--- src/rtl/efu_pkg.sv ---
// Shared constants and types of the escaped frame unpacker.
package efu_pkg;

  localparam int PLAYERS_DEF      = 8;
  localparam int BUFFER_BYTES_DEF = 16;

  localparam int CMD_W     = 2;
  localparam int BYTE_W    = 8;
  localparam int PSEL_W    = 3;
  localparam int ESEL_W    = 4;
  localparam int FPL_W     = 3;
  localparam int CFG_IDX_W = 2;

  localparam logic [CMD_W-1:0] CMD_STREAM = 2'd0;
  localparam logic [CMD_W-1:0] CMD_READ   = 2'd1;
  localparam logic [CMD_W-1:0] CMD_CLEAR  = 2'd2;

  localparam logic [CFG_IDX_W-1:0] REG_START  = 2'd0;
  localparam logic [CFG_IDX_W-1:0] REG_STOP   = 2'd1;
  localparam logic [CFG_IDX_W-1:0] REG_ESCAPE = 2'd2;

  localparam logic [BYTE_W-1:0] START_RST  = 8'd126;
  localparam logic [BYTE_W-1:0] STOP_RST   = 8'd127;
  localparam logic [BYTE_W-1:0] ESCAPE_RST = 8'd125;

  typedef struct packed {
    logic wr;
    logic mark;
    logic emit;
    logic done;
    logic err;
  } dfr_act_t;

  typedef struct packed {
    logic              done;
    logic [FPL_W-1:0]  player;
    logic [BYTE_W-1:0] data;
    logic              ready;
    logic              err;
  } res_t;

endpackage

--- src/rtl/efu_ram.sv ---
// Generic single-write, single-read RAM with registered read data.
module efu_ram #(
  parameter int WIDTH = 8,
  parameter int DEPTH = 128
) (
  input  logic                                    clk,
  input  logic                                    we,
  input  logic [((DEPTH > 1) ? $clog2(DEPTH) : 1)-1:0] waddr,
  input  logic [WIDTH-1:0]                        wdata,
  input  logic                                    re,
  input  logic [((DEPTH > 1) ? $clog2(DEPTH) : 1)-1:0] raddr,
  output logic [WIDTH-1:0]                        rdata
);

  logic [WIDTH-1:0] mem_r [DEPTH];

  always_ff @(posedge clk) begin
    if (we) begin
      mem_r[waddr] <= wdata;
    end
    if (re) begin
      rdata <= mem_r[raddr];
    end
  end

endmodule

--- src/rtl/efu_deframer.sv ---
// Stream byte decoder: frame, escape and player tracking plus delimiter registers.
module efu_deframer #(
  parameter int PLAYERS      = efu_pkg::PLAYERS_DEF,
  parameter int BUFFER_BYTES = efu_pkg::BUFFER_BYTES_DEF,
  localparam int PLW = (PLAYERS > 1) ? $clog2(PLAYERS) : 1,
  localparam int FW  = $clog2(BUFFER_BYTES + 1)
) (
  input  logic                           clk,
  input  logic                           rst_n,
  input  logic                           cfg_we,
  input  logic [efu_pkg::CFG_IDX_W-1:0]  cfg_index,
  input  logic [efu_pkg::BYTE_W-1:0]     cfg_wdata,
  input  logic                           step,
  input  logic [efu_pkg::BYTE_W-1:0]     byte_value,
  output efu_pkg::dfr_act_t              act,
  output logic [PLW-1:0]                 cur_player,
  output logic [FW-1:0]                  fill
);

  logic [efu_pkg::BYTE_W-1:0] start_r, stop_r, escb_r;
  logic                       in_frame_r, esc_r, known_r;
  logic                       in_frame_nxt, esc_nxt, known_nxt;
  logic [PLW-1:0]             cp_r, cp_nxt;
  logic [FW-1:0]              fill_r, fill_nxt;
  logic                       data_byte, byte_ok, fill_open;

  assign byte_ok    = 32'(byte_value) < PLAYERS;
  assign fill_open  = 32'(fill_r) < BUFFER_BYTES;
  assign cur_player = cp_r;
  assign fill       = fill_r;

  always_comb begin
    in_frame_nxt = in_frame_r;
    esc_nxt      = esc_r;
    known_nxt    = known_r;
    cp_nxt       = cp_r;
    fill_nxt     = fill_r;
    act          = '0;
    data_byte    = 1'b0;
    if (!in_frame_r) begin
      if (byte_value == start_r) begin
        in_frame_nxt = 1'b1;
        esc_nxt      = 1'b0;
        known_nxt    = 1'b0;
        cp_nxt       = '0;
        fill_nxt     = '0;
      end
    end else if (esc_r) begin
      esc_nxt   = 1'b0;
      data_byte = 1'b1;
    end else if (byte_value == escb_r) begin
      esc_nxt = 1'b1;
    end else if (byte_value == start_r) begin
      fill_nxt  = '0;
      known_nxt = 1'b0;
      cp_nxt    = '0;
    end else if (byte_value == stop_r) begin
      fill_nxt     = '0;
      in_frame_nxt = 1'b0;
      act.emit     = 1'b1;
      act.done     = 1'b1;
      act.mark     = known_r;
      act.err      = !known_r;
      known_nxt    = 1'b0;
      cp_nxt       = '0;
    end else begin
      data_byte = 1'b1;
    end
    if (data_byte) begin
      if (!known_r) begin
        if (byte_ok) begin
          cp_nxt    = PLW'(byte_value);
          known_nxt = 1'b1;
        end else begin
          act.emit = 1'b1;
          act.err  = 1'b1;
        end
      end else if (fill_open) begin
        act.wr   = 1'b1;
        fill_nxt = fill_r + 1'b1;
      end
    end
  end

  always_ff @(posedge clk) begin
    if (!rst_n) begin
      start_r    <= efu_pkg::START_RST;
      stop_r     <= efu_pkg::STOP_RST;
      escb_r     <= efu_pkg::ESCAPE_RST;
      in_frame_r <= 1'b0;
      esc_r      <= 1'b0;
      known_r    <= 1'b0;
      cp_r       <= '0;
      fill_r     <= '0;
    end else begin
      if (cfg_we) begin
        unique case (cfg_index)
          efu_pkg::REG_START:  start_r <= cfg_wdata;
          efu_pkg::REG_STOP:   stop_r  <= cfg_wdata;
          efu_pkg::REG_ESCAPE: escb_r  <= cfg_wdata;
          default: ;
        endcase
      end
      if (step) begin
        in_frame_r <= in_frame_nxt;
        esc_r      <= esc_nxt;
        known_r    <= known_nxt;
        cp_r       <= cp_nxt;
        fill_r     <= fill_nxt;
      end
    end
  end

endmodule

--- src/rtl/escaped_frame_unpacker.sv ---
// Top level: byte-stuffed frame deframer with per-player buffers in RAM.
//
//  port group | direction | handshake           | payload
//  in_        | input     | in_valid / in_ready | command, byte_value, player_select, entry_select
//  out_       | output    | out_valid/out_ready | frame_done, frame_player, read_data, ready_flag,
//             |           |                     | error_flag
//  cfg_       | input     | cfg_we              | cfg_index, cfg_wdata
//
// Stream and clear words are handled when accepted; a read goes on to the ST_RD state,
// which takes its data from the buffer RAM's registered read port.
// Reset is synchronous; per-player fill marks and ready flags sit in
// flops, so unwritten buffer entries read as zero without a clearing pass.
// A result waits in the output register; a word that must report while it waits
// parks its result and holds in_ready low until the output register frees.
module escaped_frame_unpacker #(
  parameter int PLAYERS      = efu_pkg::PLAYERS_DEF,
  parameter int BUFFER_BYTES = efu_pkg::BUFFER_BYTES_DEF
) (
  input  logic                           clk,
  input  logic                           rst_n,
  input  logic                           cfg_we,
  input  logic [efu_pkg::CFG_IDX_W-1:0]  cfg_index,
  input  logic [efu_pkg::BYTE_W-1:0]     cfg_wdata,
  input  logic                           in_valid,
  output logic                           in_ready,
  input  logic [efu_pkg::CMD_W-1:0]      in_command,
  input  logic [efu_pkg::BYTE_W-1:0]     in_byte_value,
  input  logic [efu_pkg::PSEL_W-1:0]     in_player_select,
  input  logic [efu_pkg::ESEL_W-1:0]     in_entry_select,
  output logic                           out_valid,
  input  logic                           out_ready,
  output logic                           out_frame_done,
  output logic [efu_pkg::FPL_W-1:0]      out_frame_player,
  output logic [efu_pkg::BYTE_W-1:0]     out_read_data,
  output logic                           out_ready_flag,
  output logic                           out_error_flag
);

  localparam int PLW   = (PLAYERS > 1) ? $clog2(PLAYERS) : 1;
  localparam int FW    = $clog2(BUFFER_BYTES + 1);
  localparam int DEPTH = PLAYERS * BUFFER_BYTES;
  localparam int AW    = (DEPTH > 1) ? $clog2(DEPTH) : 1;

  localparam logic [1:0] ST_IDLE = 2'd0;
  localparam logic [1:0] ST_RD   = 2'd1;
  localparam logic [1:0] ST_HOLD = 2'd2;

  logic [1:0]                 state_r, state_nxt;
  logic                       acc, slot_free;
  efu_pkg::dfr_act_t          act;
  logic [PLW-1:0]             cp, pidx, hidx;
  logic [FW-1:0]              fill, fill_inc, hwm_rd;
  logic [FW-1:0]              hwm_r [PLAYERS];
  logic [PLAYERS-1:0]         rdy_r;
  logic                       p_ok, e_ok, hit;
  logic                       hit_r, rflag_r;
  logic                       step, ram_we, ram_re, start_rd, clr;
  logic [AW-1:0]              waddr, raddr;
  logic [efu_pkg::BYTE_W-1:0] rdata;
  logic                       imm_emit, load;
  efu_pkg::res_t              imm_res, rd_res, load_res, pend_r, pend_nxt, out_r;
  logic                       out_valid_r;

  assign in_ready  = (state_r == ST_IDLE);
  assign acc       = in_valid && in_ready;
  assign slot_free = !out_valid_r || out_ready;

  assign pidx     = PLW'(in_player_select);
  assign p_ok     = 32'(in_player_select) < PLAYERS;
  assign e_ok     = 32'(in_entry_select) < BUFFER_BYTES;
  assign hidx     = (in_command == efu_pkg::CMD_STREAM) ? cp : pidx;
  assign hwm_rd   = hwm_r[hidx];
  assign hit      = p_ok && e_ok && (32'(in_entry_select) < 32'(hwm_rd));
  assign fill_inc = fill + 1'b1;

  assign waddr = AW'(32'(cp) * BUFFER_BYTES + 32'(fill));
  assign raddr = AW'(32'(pidx) * BUFFER_BYTES + 32'(in_entry_select));

  efu_deframer #(
    .PLAYERS      (PLAYERS),
    .BUFFER_BYTES (BUFFER_BYTES)
  ) u_dfr (
    .clk        (clk),
    .rst_n      (rst_n),
    .cfg_we     (cfg_we),
    .cfg_index  (cfg_index),
    .cfg_wdata  (cfg_wdata),
    .step       (step),
    .byte_value (in_byte_value),
    .act        (act),
    .cur_player (cp),
    .fill       (fill)
  );

  efu_ram #(
    .WIDTH (efu_pkg::BYTE_W),
    .DEPTH (DEPTH)
  ) u_buf (
    .clk   (clk),
    .we    (ram_we),
    .waddr (waddr),
    .wdata (in_byte_value),
    .re    (ram_re),
    .raddr (raddr),
    .rdata (rdata)
  );

  always_comb begin
    step     = 1'b0;
    start_rd = 1'b0;
    clr      = 1'b0;
    imm_emit = 1'b0;
    imm_res  = '0;
    unique case (in_command)
      efu_pkg::CMD_STREAM: begin
        step           = acc;
        imm_emit       = act.emit;
        imm_res.done   = act.done;
        imm_res.err    = act.err;
        imm_res.player = act.mark ? efu_pkg::FPL_W'(cp) : '0;
      end
      efu_pkg::CMD_READ: begin
        if (p_ok && e_ok) begin
          start_rd = 1'b1;
        end else begin
          imm_emit    = 1'b1;
          imm_res.err = 1'b1;
        end
      end
      efu_pkg::CMD_CLEAR: begin
        if (p_ok) begin
          clr = 1'b1;
        end else begin
          imm_emit    = 1'b1;
          imm_res.err = 1'b1;
        end
      end
      default: ;
    endcase
  end

  assign ram_we = step && act.wr;
  assign ram_re = acc && start_rd;

  always_comb begin
    rd_res       = '0;
    rd_res.data  = hit_r ? rdata : '0;
    rd_res.ready = rflag_r;
  end

  always_comb begin
    state_nxt = state_r;
    load      = 1'b0;
    load_res  = imm_res;
    pend_nxt  = pend_r;
    unique case (state_r)
      ST_IDLE: begin
        if (acc) begin
          if (start_rd) begin
            state_nxt = ST_RD;
          end else if (imm_emit) begin
            if (slot_free) begin
              load = 1'b1;
            end else begin
              pend_nxt  = imm_res;
              state_nxt = ST_HOLD;
            end
          end
        end
      end
      ST_RD: begin
        load_res = rd_res;
        if (slot_free) begin
          load      = 1'b1;
          state_nxt = ST_IDLE;
        end else begin
          pend_nxt  = rd_res;
          state_nxt = ST_HOLD;
        end
      end
      ST_HOLD: begin
        load_res = pend_r;
        if (slot_free) begin
          load      = 1'b1;
          state_nxt = ST_IDLE;
        end
      end
      default: state_nxt = ST_IDLE;
    endcase
  end

  always_ff @(posedge clk) begin
    if (!rst_n) begin
      state_r     <= ST_IDLE;
      out_valid_r <= 1'b0;
      rdy_r       <= '0;
      for (int i = 0; i < PLAYERS; i++) begin
        hwm_r[i] <= '0;
      end
    end else begin
      state_r <= state_nxt;
      if (load) begin
        out_valid_r <= 1'b1;
      end else if (out_ready) begin
        out_valid_r <= 1'b0;
      end
      if (ram_we && (fill_inc > hwm_rd)) begin
        hwm_r[cp] <= fill_inc;
      end
      if (step && act.mark) begin
        rdy_r[cp] <= 1'b1;
      end
      if (acc && clr) begin
        hwm_r[pidx] <= '0;
        rdy_r[pidx] <= 1'b0;
      end
    end
  end

  always_ff @(posedge clk) begin
    pend_r <= pend_nxt;
    if (load) begin
      out_r <= load_res;
    end
    if (ram_re) begin
      hit_r   <= hit;
      rflag_r <= rdy_r[pidx];
    end
  end

  assign out_valid        = out_valid_r;
  assign out_frame_done   = out_r.done;
  assign out_frame_player = out_r.player;
  assign out_read_data    = out_r.data;
  assign out_ready_flag   = out_r.ready;
  assign out_error_flag   = out_r.err;

endmodule

--- config.mk ---
export PLATFORM = sky130hd
export DESIGN_NAME = escaped_frame_unpacker
export DESIGN_NICKNAME = d
export VERILOG_FILES = /design/src/rtl/efu_pkg.sv /design/src/rtl/efu_ram.sv /design/src/rtl/efu_deframer.sv /design/src/rtl/escaped_frame_unpacker.sv
export SDC_FILE = /design/constraint.sdc
export NUM_CORES = 1
export LEC_CHECK = 0
export BUFFER_PORTS_ARGS = -buffer_cell sky130_fd_sc_hd__buf_4
export CAP_MARGIN = 20
export CELL_PAD_IN_SITES_DETAIL_PLACEMENT = 0
export CELL_PAD_IN_SITES_GLOBAL_PLACEMENT = 1
export CORE_MARGIN = 2
export CORE_UTILIZATION = 40
export DETAILED_ROUTE_END_ITERATION = 8
export PLACE_DENSITY = 0.61
export SYNTH_ARGS = -nofsm -noshare
export SYNTH_HDL_FRONTEND = slang
export SYNTH_SLANG_ARGS = --single-unit
--- constraint.sdc ---
create_clock -name clk -period 7.02 [get_ports clk]
set_input_delay 1.404 -clock clk [delete_from_list [all_inputs] [get_ports clk]]
set_output_delay 1.404 -clock clk [all_outputs]
set_load 0.005 [all_outputs]
==> out/qor.yml, run 1 <==
clk_latency_ns: 0.69
final-instance-count-excl-fill: 3981
drtIter0Drc: 2171
seq_area_um2: 34010
clock-root-buffer: "clkbuf_16"
r2r_start: "u_dfr.cur_player[2]$_SDFFE_PN0P_"
drv_slew: 0
grt_antenna_before_repair: 1
fmax_ghz: 0.1916
cts_buffers: 119
r2r_slack_ns: 2.59
drive_above_1_share_pct: 23.75
fin_util_pct: 45.65
via_per_inst: 5.727
cts_setup_buffers: 0
dr.pass1.iters: 5
clockBufferDepth: 3
whs_ns: 0.4700
dp_hpwl_um: 70950
worst_slew_pin_slew_ns: 1.188
port_buffers: 47
cap_violations: 0
ctsResizeCount: 0
hp-class: "reg -> reg"
dpl.cell_count: 3763
grt_pass1_wl_um: 164600
finalSetupViolCount: 0
cts.sinks: 1148
setup.worst_path.end_class: "flip-flop"
fin_ws_ns: 1.801
placeableCoreArea_um2: 112700
hold_buffers: 0
vias: 22800
synth_area_leaders: "edfxtp_1 73%, mux4_2 15%, dfxtp_1 2.0%, nor2_1 1.7%, nand2_1 1.0%"
grt_usage_pct: 19.53
synth_top_flop_cell: "edfxtp_1"
period_minus_slack_ns: 5.219
dieHeight_um: 341.1
reg2reg_depth: 11
rsz0062_at_grt: "no"
multi_input_area_um2: 10890
r2r_end: "hwm_r[2][4]$_SDFFCE_PN0P_"
drtAntennaViolNets: 0
nNetsFinal: 2433
synthArstFlopShare_pct: 0
slew_headroom_pct: 19.94
grt_max_degree: 94
path_max_fanout: 9
start_util_pct: 40.35
dpl_cell_area_um2: 47690
cts_max_level: 3
worstPathArrival_ns: 5.54
hold_viol: 0
tns_ns: 0
gp_congestion: 0.8292
holdPathStages: 2
start_kind: "input pin"
outcome: "completed"
leakage_nw: 16.03
fin_area_um2: 51420
fin_crit_sh_pct: 74.34
synth_top_area_share_pct: 72.79
power_density_nw_per_um2: 279.6
synthDistinctLibCells: 63
yosysTopAreaCell: "edfxtp_1"
fp.dieW_um: 341.1
ys_warn_count: 0
syn_nets: 2323
io_pins: 48
post-route-drc-count: 0
irDropWorstVdd_uv: 186.0
synth-seq-cells: 1148
avgSynthCellArea_um2: 19.97
synth_area_um2: 45460
worst_ep_required_time_ns: 7.34
fillers: 9462
grt_overflow: 0
hp-start: "u_dfr.escb_r[7]$_SDFFE_PN0P_"
syn_inst: 2276
dp_slack_ns: 1.124
dieArea_um2: 116400
yosysSeqAreaShare_pct: 74.82
cts.clk_slew.worst_paths_ns: 0.06
row_count: 123
cts_tree: "built"
worstSetupPathType: "in -> reg"
wl_per_cell_um: 28.45
synth_edf_count: 1102
power_mw: 14.38
finalClockSkew_ns: 0.02299
hold_end: "u_dfr.escb_r[7]$_SDFFE_PN0P_"
grt_pass1_vias: 23240
area_growth_syn_to_layout_pct: 13.11
wl_um: 113300
## per-layer routing
layer | global-route usage, % | up-vias | share of wire, %
met4 | 5.158 | 0 | 2.5
li1 | - | 9593 | -
met5 | 0 | - | 0
met1 | 28.02 | 12250 | 44
met2 | 31.38 | 779 | 48
met3 | 2.958 | 175 | 5.5
## cell type report
type	count	area share (%)
Tap cell	1500	3.650
Clock inverter	72	1.268
Sequential cell	1148	66.14
Antenna cell	1	0.004866
Multi-Input combinational cell	1001	21.19
Timing Repair Buffer	105	1.703
Clock buffer	143	5.966
Inverter	11	0.08029
## worst max-delay path by stage
| stage | from | end | slack [ns] | cells past startpoint |
|---|---|---|---|---|
| finish | in_command[1] | hwm_r[2][4]$_SDFFCE_PN0P_ | 1.80 | 13 |
| global route | in_command[1] | hwm_r[7][2]$_SDFFCE_PN0P_ | 1.50 | 13 |
| CTS | in_command[1] | hwm_r[2][4]$_SDFFCE_PN0P_ | 1.85 | 13 |
| detailed placement | in_command[1] | hwm_r[7][1]$_SDFFCE_PN0P_ | 1.12 | 13 |
| global placement | in_command[1] | hwm_r[7][1]$_SDFFCE_PN0P_ | 1.24 | 13 |
| floorplan | in_command[0] | hwm_r[0][0]$_SDFFCE_PN0P_ | 1.99 | 13 |
## synthesized netlist by cell type (6+ instances only)
| library cell | n |
|---|---|
| nor3_1 | 14 |
| buf_2 | 33 |
| nand4_1 | 9 |
| a22oi_1 | 27 |
| nand3b_1 | 6 |
| nand3_1 | 38 |
| xnor2_1 | 27 |
| o21a_1 | 10 |
| clkbuf_1 | 61 |
| edfxtp_1 | 1102 |
| o211ai_1 | 12 |
| dfxtp_1 | 46 |
| and3_1 | 9 |
| buf_1 | 16 |
| mux2i_1 | 20 |
| ha_1 | 15 |
| a21oi_1 | 47 |
| nor2_1 | 207 |
| mux4_2 | 306 |
| o221ai_1 | 7 |
| o21ai_0 | 28 |
| a221oi_1 | 10 |
| mux4_1 | 6 |
| inv_1 | 11 |
| nor2b_1 | 10 |
| nand2_1 | 121 |
| a31oi_1 | 6 |
## flip-flops by register name (all words and copies together), names as in the netlist, 5 cells and up
name and cells:
u_buf.mem_r 1024, hwm_r 40, pend_r 14, out_read_data 8, rdy_r 8, u_buf.rdata 8
u_dfr.escb_r 8, u_dfr.start_r 8, u_dfr.stop_r 8, u_dfr.fill 5
## critical path, cell delays in order
cell and delay, ns:
buf_4 0.11, or2_1 0.34, mux2i_1 0.81, mux4_2 0.41
mux2i_1 0.23, ha_1 0.19, nor2b_1 0.14, o21a_1 0.14
o21a_1 0.11, o21ai_0 0.12, a211oi_2 0.48, nand2_1 0.31
o21ai_0 0.71
## power breakdown
group	total (mW)	switching (mW)	leakage, nW	internal, mW
clock	6.08	2.55	1.83	3.53
sequential	7.55	0.0136	10.4	7.53
combinational	0.748	0.466	3.85	0.281
total	14.4	3.03	16.0	11.3
## layout by cell type, fill, tap and decap left out, types with 27 or more instances in the layout
cell type | synthesis | final
a21oi_1 | 47 | 47
a22oi_1 | 27 | 27
buf_4 | 1 | 96
clkbuf_16 | 0 | 119
clkinv_1 | 0 | 28
dfxtp_1 | 46 | 46
edfxtp_1 | 1102 | 1102
mux4_2 | 306 | 306
nand2_1 | 121 | 121
nand3_1 | 38 | 38
nor2_1 | 207 | 207
o21ai_0 | 28 | 28
xnor2_1 | 27 | 27
## cells by family (layout without fill, tap and decap cells)
logic type               count (synthesis)  in the layout  share of synthesized area [%]
multiplexers                           334            334                          16.03
other                                    0              1                              0
buffers and inverters                  127            331                          1.230
flip-flops                            1148           1148                          74.82
XOR/XNOR                                29             29                         0.5587
AO/OA/AOI/OAI                          172            172                          2.505
adder cells (fa/ha/maj)                 15             15                         0.4128
AND/OR/NAND/NOR                        451            451                          4.448
No activity file was read; power rests on OpenSTA's default activity.
==> run 2: changes to the inputs <==
- ABC_AREA: unset -> 1
- PLACE_DENSITY: 0.61 -> 0.64
- clock period: 7.02 -> 5.2 ns (I/O delays scaled with it)
==> out/qor.yml, run 2 <==
grt_antenna_before_repair: 0  # was 1
whs_ns: 0.4542  # was 0.4700 ns
nNetsFinal: 3772  # was 2433
grt_pass1_wl_um: 193900  # was 164600 um
layout_common_cells: "1102 x edfxtp_1, 717 x nor2_1, 515 x o21ai_0"  # was 1102 x edfxtp_1, 306 x mux4_2, 207 x nor2_1
r2r_end: "hwm_r[6][3]$_SDFFCE_PN0P_"  # was hwm_r[2][4]$_SDFFCE_PN0P_
cts_setup_buffers: 0  # unchanged
via_per_inst: 5.588  # was 5.727
clockBufferDepth: 3  # unchanged
pwr-share-seq_pct: 50.9  # was 52.5%
finalClockSkew_ns: 0.03432  # was 0.02299 ns
clkPwrFrac_pct: 43.3  # was 42.3%
crit_end: "hwm_r[6][3]$_SDFFCE_PN0P_"  # was hwm_r[2][4]$_SDFFCE_PN0P_
syn_nets: 3754  # was 2323
grt_max_degree: 165  # was 94
tns_ns: 0  # unchanged
path_max_fanout: 27  # was 9
cp-startpoint: "in_command[0]"  # was in_command[1]
p_sw_share_pct: 22.42  # was 21.10%
synth_edf_count: 1102  # unchanged
grt_pass1_vias: 28440  # was 23.24k
drtIter0Drc: 2909  # was 2171
synth_area_leaders: "edfxtp_1 71%, nor2_1 5.8%, o21ai_0 5.5%, o221ai_1 3.4%, dfxtp_1 2.0%"  # was edfxtp_1 73%, mux4_2 15%, dfxtp_1 2.0%, nor2_1 1.7%, nand2_1 1.0%
worst_ep_required_time_ns: 5.58  # was 7.34 ns
hold_buffers: 0  # unchanged
combPwrFrac_pct: 5.8  # was 5.2%
syn_inst: 3707  # was 2276
yosysTopAreaCell: "edfxtp_1"  # unchanged
port_buffers: 47  # unchanged
layout_commonest_cell: "edfxtp_1"  # unchanged
synthArstFlopShare_pct: 0  # unchanged
fp.dieW_um: 346.0  # was 341.1 um
outcome: "completed"  # unchanged
row_count: 125  # was 123
synth_top_area_share_pct: 70.74  # was 72.79%
p_sw_mw: 4.487  # was 3.034 mW
internal_power_mw: 15.52  # was 11.34 mW
post-route-drc-count: 0  # unchanged
clk_latency_ns: 0.72  # was 0.69 ns
antennaDiodeCount: 0  # was 1
cts.clk_slew.worst_paths_ns: 0.06  # about the same
area_growth_syn_to_layout_pct: 13.05  # was 13.11%
gp_congestion: 0.8364  # was 0.8292
synthTopCellsByCount: "1102 x edfxtp_1, 717 x nor2_1, 515 x o21ai_0"  # was 1102 x edfxtp_1, 306 x mux4_2, 207 x nor2_1
worstSetupPathType: "in -> reg"  # unchanged
hold_viol: 0  # unchanged
drive_above_1_share_pct: 9.848  # was 23.75%
wl_per_cell_um: 24.67  # was 28.45 um
dieArea_um2: 119700  # was 116400 um^2
yosysSeqAreaShare_pct: 72.70  # was 74.82%
leakage_nw: 17.21  # was 16.03 nW
reg2reg_depth: 14  # was 11
slew_headroom_pct: 28.47  # was 19.94%
synth.most_common_cell: "edfxtp_1"  # unchanged
top_regs: "u_buf.mem_r: 1024 flops, hwm_r: 40 flops, pend_r: 14 flops"  # unchanged
largest_reg_flops: 1024  # unchanged
start_util_pct: 40.31  # was 40.35%
synthDistinctLibCells: 48  # was 63
drv_slew: 0  # unchanged
ys_warn_count: 0  # unchanged
wl_um: 132000  # was 113300 um
cts_max_level: 3  # unchanged
cts_buffers: 117  # was 119
vias: 29910  # was 22.80k
fin_area_um2: 52890  # was 51420 um^2
fmax_ghz: 0.2621
worstPathArrival_ns: 4.20  # was 5.54 ns
period_minus_slack_ns: 3.815
finalSetupViolCount: 0  # unchanged
power_mw: 20.01  # was 14.38 mW
synth-seq-cells: 1148  # unchanged
hp-class: "reg -> reg"  # unchanged
worst_slew_pin_slew_ns: 1.067  # was 1.188 ns
synth_top_flop_cell: "edfxtp_1"  # unchanged
ctsResizeCount: 0  # unchanged
r2r_start: "u_dfr.fill[0]$_SDFFE_PN0P_"  # was u_dfr.cur_player[2]$_SDFFE_PN0P_
dp_hpwl_um: 78260  # was 70950 um
setup.worst_path.end_class: "flip-flop"  # unchanged
start_kind: "input pin"  # unchanged
dieHeight_um: 346.0  # was 341.1 um
clock-root-buffer: "clkbuf_16"  # unchanged
r2r_slack_ns: 1.59  # was 2.59 ns
grt_overflow: 0  # unchanged
drtAntennaViolNets: 0  # unchanged
io_pins: 48  # unchanged
avgSynthCellArea_um2: 12.62  # was 19.97 um^2
largest_register: "u_buf.mem_r"  # unchanged
irDropWorstVdd_uv: 237.8  # was 186.0 uV
cts_tree: "built"  # unchanged
cts.sinks: 1148  # unchanged
fin_crit_sh_pct: 73.37
cap_violations: 0  # unchanged
dpl_cell_area_um2: 48940  # was 47690 um^2
dr.pass1.iters: 5  # unchanged
grt_usage_pct: 21.69  # was 19.53%
placeableCoreArea_um2: 116000  # was 112700 um^2
synth_area_um2: 46780  # was 45460 um^2
power_density_nw_per_um2: 378.4  # was 279.6 nW/um^2
rsz0062_at_grt: "no"  # unchanged
[run 2: cell count changes after synthesis, sizes merged, moves of 16 or more]
cell	previous run	this run
a21oi	47	68
a22oi	27	0
buf	55	71
clkbuf	61	171
inv	11	126
mux2i	21	0
mux4	312	0
nand2	121	248
nand3	42	118
nor2	208	723
o211ai	12	89
o21ai	29	553
o221ai	7	182
o22ai	1	83
[run 2: area by class of cell]
| type | instances | area, um^2 |
|---|---|---|
| timing repair buffer | 141 | 1239 |
| inverter | 133 | 526.8 |
| clock inverter | 84 | 880.8 |
| sequential | 1148 | 34010 |
| multi-input combinational | 2184 | 11250 |
| fill | 10460 | 63160 |
| tap | 1524 | 1907 |
| clock buffer | 138 | 3069 |
[run 2: cell families (layout without fill, tap and decap cells)]
| logic type | after synthesis | in the layout | share of synthesized area, % |
|---|---|---|---|
| simple gates | 1149 | 1149 | 10.16 |
| flops | 1148 | 1148 | 72.70 |
| compound gates | 1001 | 1001 | 13.09 |
| buf+inv | 375 | 496 | 3.284 |
| xor+xnor | 19 | 19 | 0.3557 |
| fa+ha+maj | 15 | 15 | 0.4012 |
[run 2: through the flow]
stage | setup WS (ns) | util (%) | instances
global route | 0.9376 | 45.57 | 5352
detailed placement | 0.6793 | 42.17 | 5130
floorplan | 1.270 | - | 3707
global placement | 0.6823 | 42.17 | 5130
finish | 1.385 | 45.57 | 5352
CTS | 1.424 | 45.57 | 5352
[run 2: power groups by stage]
stage	combinational, mW	sequential (mW)	clock (mW)
after global placement	1.16	10.4	0
after CTS	1.17	10.2	8.80
after floorplan	0.610	10.4	0
after global routing	1.27	10.2	9.14
after detailed placement	1.17	10.4	0
final	1.16	10.2	8.67
[run 2: how the worst min path moves through the flow]
stage	slack (ns)	cells past startpoint	start	to
6_report	0.45	2	rdy_r[2]$_SDFF_PN0_	rdy_r[2]$_SDFF_PN0_
5_1_grt	0.48	2	rdy_r[7]$_SDFF_PN0_	rdy_r[7]$_SDFF_PN0_
4_1_cts	0.45	2	rdy_r[2]$_SDFF_PN0_	rdy_r[2]$_SDFF_PN0_
3_5_place_dp	0.44	2	rdy_r[2]$_SDFF_PN0_	rdy_r[2]$_SDFF_PN0_
3_3_place_gp	0.43	2	rdy_r[6]$_SDFF_PN0_	rdy_r[6]$_SDFF_PN0_
2_1_floorplan	0.43	2	rdy_r[7]$_SDFF_PN0_	rdy_r[7]$_SDFF_PN0_
[run 2: worst max-delay path, stage by stage]
cell and delay (ns):
buf_4 0.13, nor2_2 0.31, o21ai_0 0.14, buf_4 0.19, inv_1 0.21, o21ai_0 0.15, o221ai_1 0.22, o21ai_0 0.19
ha_1 0.38, nand2_1 0.06, inv_1 0.04, o21ai_0 0.08, o211ai_1 0.11, nand3_1 0.11, o21ai_2 0.25, buf_4 0.31
nand2_1 0.08, nand2_1 0.19
[run 2: per-layer routing]
metal  part of all wire (%)  global-route usage (%)  wire, um
met4                    2.3                   5.846      3007
met5                      0                       0         0
met2                     47                   34.46     61760
met3                    6.1                   2.707      8032
met1                     45                   31.51     59230
